--- src/rtl/core/assert_macros.svh ---
// Assertion macros used by the RTL of the sorter.
`ifndef ASSERT_MACROS_SVH
`define ASSERT_MACROS_SVH

`ifndef NO_ASSERTIONS

// Same-cycle implication, disabled while reset is asserted.
`define ASSERT_IMPLIES(label, clk, rst_n, ante, cons) \
  label: assert property (@(posedge clk) disable iff (!rst_n) (ante) |-> (cons)) \
    else $error("assertion failed");

// Next-cycle implication, disabled while reset is asserted.
`define ASSERT_NEXT(label, clk, rst_n, ante, cons) \
  label: assert property (@(posedge clk) disable iff (!rst_n) (ante) |=> (cons)) \
    else $error("assertion failed");

`else

`define ASSERT_IMPLIES(label, clk, rst_n, ante, cons)
`define ASSERT_NEXT(label, clk, rst_n, ante, cons)

`endif

`endif

--- src/rtl/core/srt_pkg.sv ---
// Shared types and constants of the insertion sorter.
`default_nettype none

package srt_pkg;

  localparam int MAX_ELEMENTS = 16;
  localparam int VALUE_W      = 32;
  localparam int CNT_W        = $clog2(MAX_ELEMENTS + 1);

  typedef enum logic {
    ST_COLLECT,
    ST_DRAIN
  } state_e;

  // Command broadcast to every cell of the chain.
  typedef struct packed {
    logic                      insert;
    logic                      shift_down;
    logic signed [VALUE_W-1:0] value;
  } cell_ctrl_t;

endpackage

`default_nettype wire

--- src/rtl/core/srt_cell.sv ---
// One cell of the sorting chain: holds a single stored value.
`default_nettype none

module srt_cell (
  input  wire logic                              clk_i,
  input  wire srt_pkg::cell_ctrl_t               ctrl_i,
  input  wire logic                              occupied_i,
  input  wire logic                              prev_gt_i,
  input  wire logic signed [srt_pkg::VALUE_W-1:0] prev_value_i,
  input  wire logic signed [srt_pkg::VALUE_W-1:0] next_value_i,
  output logic signed [srt_pkg::VALUE_W-1:0]      value_o,
  output logic                                   gt_o
);

  logic signed [srt_pkg::VALUE_W-1:0] value_q;
  logic signed [srt_pkg::VALUE_W-1:0] value_d;

  // An empty cell behaves as if it held a value above everything.
  assign gt_o    = !occupied_i || (value_q > ctrl_i.value);
  assign value_o = value_q;

  always_comb begin
    value_d = value_q;
    priority if (ctrl_i.insert && gt_o) begin
      // Either the neighbor's value moves up into this cell, or the new value lands here.
      value_d = prev_gt_i ? prev_value_i : ctrl_i.value;
    end else if (ctrl_i.shift_down) begin
      value_d = next_value_i;
    end else begin
      value_d = value_q;
    end
  end

  always_ff @(posedge clk_i) begin
    value_q <= value_d;
  end

endmodule

`default_nettype wire

--- src/rtl/core/insertion_sorter.sv ---
// Top level of the insertion sorter: cell chain, fill count and drain control.
//
// Usage: present a signed value on value_i with end_of_set_i and raise start.
// A transaction is accepted at a rising edge where start is high and busy is
// low. While a set is being collected, busy stays low and one value is taken
// every cycle; a chain of MAX_ELEMENTS cells compares all stored entries with
// the new value in parallel and shifts larger ones up one place in that cycle.
// Values that arrive while the chain is full are discarded and the set is
// flagged as dropped.
// The transaction carrying end_of_set_i closes the set. From the next cycle on
// the chain shifts down one cell per cycle and cell 0 is shown on the result
// ports with result_valid_o for exactly one cycle each, once per stored value,
// the largest one flagged by last_result_o. busy is high while the stored
// values are emitted. The receiver cannot stall the results.
// Reset empties the chain and clears the drop flag; the next set can start
// in the first cycle after reset is released.
`default_nettype none
`include "assert_macros.svh"

module insertion_sorter (
  input  wire logic                               clk_i,
  input  wire logic                               rst_ni,
  input  wire logic                               start,
  output logic                                    busy,
  input  wire logic signed [srt_pkg::VALUE_W-1:0] value_i,
  input  wire logic                               end_of_set_i,
  output logic                                    result_valid_o,
  output logic signed [srt_pkg::VALUE_W-1:0]      sorted_value_o,
  output logic                                    last_result_o,
  output logic                                    dropped_o
);

  srt_pkg::state_e            state_q, state_d;
  logic [srt_pkg::CNT_W-1:0]  fill_q, fill_d;
  logic                       overflow_q, overflow_d;
  logic                       accept;
  logic                       full;
  logic                       last_out;
  srt_pkg::cell_ctrl_t        ctrl;

  logic signed [srt_pkg::VALUE_W-1:0] cell_value [srt_pkg::MAX_ELEMENTS];
  logic                               cell_gt    [srt_pkg::MAX_ELEMENTS];

  assign accept   = start && !busy;
  assign full     = (fill_q == srt_pkg::CNT_W'(srt_pkg::MAX_ELEMENTS));
  assign last_out = (fill_q == srt_pkg::CNT_W'(1));

  // Next state.
  always_comb begin
    state_d = state_q;
    unique case (state_q)
      srt_pkg::ST_COLLECT: begin
        if (accept && end_of_set_i) state_d = srt_pkg::ST_DRAIN;
      end
      srt_pkg::ST_DRAIN: begin
        if (last_out) state_d = srt_pkg::ST_COLLECT;
      end
      default: state_d = srt_pkg::ST_COLLECT;
    endcase
  end

  // Outputs and chain commands.
  always_comb begin
    busy            = 1'b0;
    result_valid_o  = 1'b0;
    ctrl.insert     = 1'b0;
    ctrl.shift_down = 1'b0;
    ctrl.value      = value_i;
    unique case (state_q)
      srt_pkg::ST_COLLECT: begin
        ctrl.insert = accept && !full;
      end
      srt_pkg::ST_DRAIN: begin
        busy            = 1'b1;
        result_valid_o  = 1'b1;
        ctrl.shift_down = 1'b1;
      end
      default: begin
        busy = 1'b0;
      end
    endcase
  end

  assign sorted_value_o = cell_value[0];
  assign last_result_o  = result_valid_o && last_out;
  assign dropped_o      = overflow_q;

  always_comb begin
    fill_d     = fill_q;
    overflow_d = overflow_q;
    if (ctrl.insert) fill_d = fill_q + srt_pkg::CNT_W'(1);
    if (accept && full) overflow_d = 1'b1;
    if (ctrl.shift_down) begin
      fill_d = fill_q - srt_pkg::CNT_W'(1);
      if (last_out) overflow_d = 1'b0;
    end
  end

  always_ff @(posedge clk_i or negedge rst_ni) begin
    if (!rst_ni) begin
      state_q    <= srt_pkg::ST_COLLECT;
      fill_q     <= '0;
      overflow_q <= 1'b0;
    end else begin
      state_q    <= state_d;
      fill_q     <= fill_d;
      overflow_q <= overflow_d;
    end
  end

  for (genvar i = 0; i < srt_pkg::MAX_ELEMENTS; i++) begin : g_cell
    logic                               prev_gt;
    logic signed [srt_pkg::VALUE_W-1:0] prev_value;
    logic signed [srt_pkg::VALUE_W-1:0] next_value;

    if (i == 0) begin : g_head
      assign prev_gt    = 1'b0;
      assign prev_value = value_i;
    end else begin : g_body
      assign prev_gt    = cell_gt[i-1];
      assign prev_value = cell_value[i-1];
    end

    if (i == srt_pkg::MAX_ELEMENTS - 1) begin : g_tail
      assign next_value = cell_value[i];
    end else begin : g_inner
      assign next_value = cell_value[i+1];
    end

    srt_cell u_cell (
      .clk_i        (clk_i),
      .ctrl_i       (ctrl),
      .occupied_i   (fill_q > srt_pkg::CNT_W'(i)),
      .prev_gt_i    (prev_gt),
      .prev_value_i (prev_value),
      .next_value_i (next_value),
      .value_o      (cell_value[i]),
      .gt_o         (cell_gt[i])
    );
  end

  `ASSERT_IMPLIES(a_fill_bound, clk_i, rst_ni, 1'b1,
                  fill_q <= srt_pkg::CNT_W'(srt_pkg::MAX_ELEMENTS))
  `ASSERT_IMPLIES(a_result_nonempty, clk_i, rst_ni, result_valid_o, fill_q != '0)
  `ASSERT_NEXT(a_close_starts_drain, clk_i, rst_ni, accept && end_of_set_i, result_valid_o)
  `ASSERT_NEXT(a_last_ends_set, clk_i, rst_ni, last_result_o, !busy && fill_q == '0 && !dropped_o)

endmodule

`default_nettype wire
--- config.mk ---
export PLATFORM = sky130hd
export DESIGN_NAME = insertion_sorter
export DESIGN_NICKNAME = d
export VERILOG_FILES = /design/src/rtl/core/srt_pkg.sv /design/src/rtl/core/srt_cell.sv /design/src/rtl/core/insertion_sorter.sv
export VERILOG_INCLUDE_DIRS = /design/src /design/src/rtl/core
export SDC_FILE = /design/constraint.sdc
export NUM_CORES = 2
export LEC_CHECK = 0
export BUFFER_PORTS_ARGS = -buffer_cell sky130_fd_sc_hd__buf_2
export CORE_MARGIN = 2
export CORE_UTILIZATION = 45
export CTS_BUF_LIST = sky130_fd_sc_hd__clkbuf_16
export CTS_CLUSTER_SIZE = 10
export DETAILED_ROUTE_END_ITERATION = 8
export HOLD_SLACK_MARGIN = 0.1
export RECOVER_POWER = 50
export SYNTH_ARGS = -nofsm -noshare
export SYNTH_HDL_FRONTEND = slang
export SYNTH_HIERARCHICAL = 1
export SYNTH_SLANG_ARGS = --single-unit
--- constraint.sdc ---
create_clock -name clk_i -period 7.9 [get_ports clk_i]
set_input_delay 1.58 -clock clk_i [delete_from_list [all_inputs] [get_ports clk_i]]
set_output_delay 1.58 -clock clk_i [all_outputs]
set_load 0.05 [all_outputs]
# Word level (Yosys, flattened, before mapping)
# Index checks and enable logic that the tools add are counted.
classes:
  bitwise: 1
  eq_ne: 2
  muxes: 55
  magnitude_cmp: 32
  n_addsub: 2
  n_reduce_logical: 71
ops:
  columns: ["cell", "count"]
  rows:
  - ["$mux W32", 45]
  - ["$gt A32 B32 Y1", 16]
  - ["$gt A5 B4 Y1 const B", 8]
  - ["$reduce_bool A2 Y1", 16]
  - ["$logic_and A1 B1 Y1", 21]
  - ["$gt A5 B3 Y1 const B", 4]
  - ["$logic_not A1 Y1", 18]
  - ["$logic_or A1 B1 Y1", 16]
  - ["$gt A5 B1 Y1 const B", 2]
  - ["$gt A5 B2 Y1 const B", 2]
  - ["$mux W5", 2]
  - ["$mux W1", 7]
  - ["$add A5 B1 Y5 const B", 1]
  - ["$eq A5 B1 Y1 const B", 1]
  - ["$eq A5 B5 Y1 const B", 1]
  - ["$sub A5 B1 Y5 const B", 1]
  - ["$pmux W1 S2", 1]
  - ["$not A1 Y1", 1]
totals:
  ff_bits: 519
  input_bits: 36
  output_inout_bits: 36
  wordCells: 182

# Depth between registers and ports, before layout
logic_depth:
  word_depth: 7
  depth_mapped: 14
  mapped_depth_nobuf: 12

# Modules after synthesis
# Netlist, hierarchy kept.
by_module_without_submodules:
  columns: ["mod", "seq_area_each_um2", "n_inst", "area_per_inst_um2", "cells_per_inst"]
  rows:
  - ["srt_cell", 960.9, 16, 2676.3, 263]
  - ["insertion_sorter", 175.2, 1, 663.1, 82]

# Worst setup path before layout
# No wires, ideal clock.
synth_path:
  path_type: "input -> register"
  start: "in value_i[31] (netlist bit)"
  end: "reg g_cell[0].u_cell.value_q (netlist bit g_cell[0].u_cell/value_o[0]), enable pin"
  stages: 10
  arrival_time_ns: 4.036
  n_path_buf: 1
  path_slack_ns: 3.534
  path_cell_list: "inv_1 > ha_1 > nand4_1 > or4_4 > nand2b_4 > and3_4 > a2bb2oi_2 > o311ai_4 > buf_6 > or2_2"
synth_between:
  elab_chain_len: 4
synth_rtl:
  columns: ["item", "line_no", "rtl"]
  rows:
  - ["from (decl)", "insertion_sorter.sv:25", "input wire logic signed [srt_pkg::VALUE_W-1:0] value_i,"]
  - ["$gt A32 B32 Y1", "srt_cell.sv:19", "assign gt_o = !occupied_i || (value_q > ctrl_i.value);"]
  - ["$logic_or A1 B1 Y1", "srt_cell.sv:19", null]
  - ["$logic_and A1 B1 Y1", "srt_cell.sv:24", "priority if (ctrl_i.insert && gt_o) begin"]
  - ["$reduce_bool A2 Y1 (no line)", null, null]
  - ["to (signal assigned)", "srt_cell.sv:35", "value_q <= value_d;"]
  - ["to (decl)", "srt_cell.sv:15", "logic signed [srt_pkg::VALUE_W-1:0] value_q;"]
# No other way between the ends.
# A chain may end at the register's enable or synchronous reset.

# Worst setup path after layout
layout_path:
  start: "in value_i[31] (netlist bit)"
  end: "reg g_cell[1].u_cell.value_q (netlist bit g_cell[1].u_cell/value_o[27]), enable pin"
layout_between:
  elab_chain_len: 4
layout_rtl:
  columns: ["item", "line_no"]
  rows:
  - ["$gt A32 B32 Y1", "srt_cell.sv:19"]
  - ["$logic_or A1 B1 Y1", "srt_cell.sv:19"]
  - ["$logic_and A1 B1 Y1", "srt_cell.sv:24"]
  - ["$reduce_bool A2 Y1 (no line)", null]
  - ["to (signal assigned)", "srt_cell.sv:35"]
  - ["to (decl)", "srt_cell.sv:15"]
# No other way between the ends.

==> qor.csv <==
stage;metric;value;unit
outcome;status;finished with violations;
outcome;failing checks;max-capacitance violations, max-slew violations;
cts;hold buffers post-CTS;0;
global_routing;largest net degree at the start of global routing;64;
cts;Num CTS Buffers;67;
cts;TritonCTS clock tree;yes;
yosys;synthesized cell area;43460;um^2
pwr;Power Total;20980;uW
worst_setup_path;crit path kind;in -> reg;
route;drt initial violations;1833;
cts;# Post-CTS Setup Buffers;0;
placed_design;placed cell areas;44620;um^2
global_routing;global-route wire length before repair;159900;um
hold_path;hold crit path type;reg -> reg;
floorplanning;core footprint;95290;um^2
route;wire per inst;17.77;um
route;Via density;5.353;
timing;RSZ-0062 raised after global routing;no;
cts;Worst-Skew Late Latency;620;ps
global_routing;grt total ovfl;0;
timing;Setup TNS;0;ps
timing;worst slew pin tran;2592;ps
timing;minimum clock period;6227;ps
worst_setup_path;Critical Path Sink Type;flop;
final_layout;layout cell share with drive strength beyond 1;10.20;%
timing;Hold Violations, Final;0;
cts;Clock transition at path regs;50;ps
worst_setup_path;R2R cell count;9;
floorplanning;I/O pins;72;
hold_path;Hold Path Stages;2;
route;Post-Route WL;99500;um
worst_setup_path;end of the worst register-to-register path;g_cell[4].u_cell/value_o[6];
worst_setup_path;Crit Path Max Fanout;32;
global_routing;global router's overall resource usage;19.94;%
floorplanning;die area;99070;um^2
yosys;cell count after synthesis;4286;
route;drt drc;0;
timing;max-slew violation count;130;
route;router iterations before antenna repair;5;
worst_setup_path;startpoint types;input port;
final_layout;final core occ;47.33;%
final_layout;Final Cell Area;45100;um^2
floorplanning;Initial Util;45.60;%
hold_path;worst hold endpoint;dropped_o;
global_routing;initial antenna violation count;2;
cts;CTS sink count;519;
cts;CTS H-tree depth;3;
timing;Max transition margin;-72.82;%
yosys;syn_area_per_cell;10.14;um^2
yosys;syn nets;4840;
placed_design;hpwl dp;78360;um
worst_setup_path;R2R Path Start;state_q;
final_layout;Layout area overhead;3.777;%
route;via count;29980;
worst_setup_path;Arr. time, crit path;6400;ps
route;Detail Route Antenna Nets;0;
timing;Clock Skew;10.43;ps
timing;period utilisation layout;78.82;%
pwr;pwr dens;465.1;nW/um^2
cts;CTS Root Cell;clkbuf_16;
pwr;maximum vdd ir drop;0.2941;mV
final_layout;fill cell count;9092;
timing;Setup-failing EPs final;0;
placed_design;final RePlAce weighted congestion;0.8415;
final_layout;Nets;4846;
floorplanning;Rows;113;
global_routing;vias in the first global route;29900;
run;Max Cap Viol;3;
timing;Max Freq;160.6;MHz
placed_design;number of port buffers;71;
floorplanning;Die W;314.8;um
cts;Resize count post-CTS;0;
hold_path;hold_sp;dropped_o;
pwr;Leakage;0.02015;uW
floorplanning;Vert. Die Dim;314.8;um
cts;clk buf depth;3;
worst_setup_path;register-to-register setup slack;1930;ps
worst_setup_path;CP required;8080;ps
yosys;Synth Warn #;6;
## worst max-delay path: stages
cell	delay, ps
clkbuf_1	800
inv_1	140
ha_1	470
nand4_1	200
or4_1	670
nor3_1	290
o21ai_0	200
o311ai_4	120
or2_0	1900
## metrics by stage
step	hold WS, ps	instances	setup slack (ps)
3_3_place_gp	548.1	5488	2223
5_1_grt	602.4	5600	1331
4_1_cts	568.0	5598	2825
6_report	580.3	5600	1673
3_5_place_dp	556.9	5488	2160
2_1_floorplan	570.1	4286	3534
## state kept, by name, summed over array words and instances, names as in the netlist
register / count
dropped_o: 1
fill_q: 5
g_cell.u_cell/value_o: 512
state_q: 1
## power breakdown
| group | switching [uW] | internal, uW | total, uW |
|---|---|---|---|
| Sequential | 1300 | 5640 | 6940 |
| Clock | 1190 | 1640 | 2820 |
| Combinational | 6570 | 4650 | 11200 |
| Total | 9050 | 11900 | 21000 |
## cell usage in the layout, fill, tap and decap left out, types with 18 or more instances in the layout
cell,instances
a21oi_1,258
mux2_2,64
nor3_1,50
buf_4,30
o21ai_0,576
nand2_1,649
nand4_1,128
buf_2,33
mux2_4,145
ha_1,518
edfxtp_1,512
inv_1,586
nand3_1,49
nor2b_1,18
o211ai_1,33
clkbuf_16,73
mux2_1,319
clkbuf_1,40
## layer usage
layer | wire length [um] | up-vias | global-route usage [%]
li1 | - | 15440 | -
met1 | 49860 | 13970 | 27.63
met2 | 44430 | 445 | 33.04
met3 | 3031 | 119 | 2.434
met4 | 2175 | 0 | 4.946
met5 | 0 | - | 0
## worst max-delay path by stage
stage                      startpoint  depth (start not counted)                            to
after floorplan           value_i[31]                         10   g_cell[0].u_cell/value_o[0]
after global placement    value_i[27]                         10  g_cell[15].u_cell/value_o[4]
after detailed placement  value_i[27]                         10  g_cell[15].u_cell/value_o[6]
after CTS                 value_i[27]                         10  g_cell[15].u_cell/value_o[6]
after global routing      value_i[31]                          9  g_cell[1].u_cell/value_o[23]
final                     value_i[31]                          9  g_cell[1].u_cell/value_o[27]
## final cells by class
class | count | area (um^2) | area share, %
Timing Repair Buffer | 103 | 540.5 | 1.199
Tap cell | 1265 | 1583 | 3.510
Multi-Input combinational cell | 3034 | 23320 | 51.72
Clock inverter | 37 | 141.4 | 0.3135
Sequential cell | 519 | 15550 | 34.48
Antenna cell | 2 | 5.005 | 0.01110
Inverter | 567 | 2128 | 4.719
Clock buffer | 73 | 1827 | 4.050
Note: power is estimated with default switching activity, not from simulation.
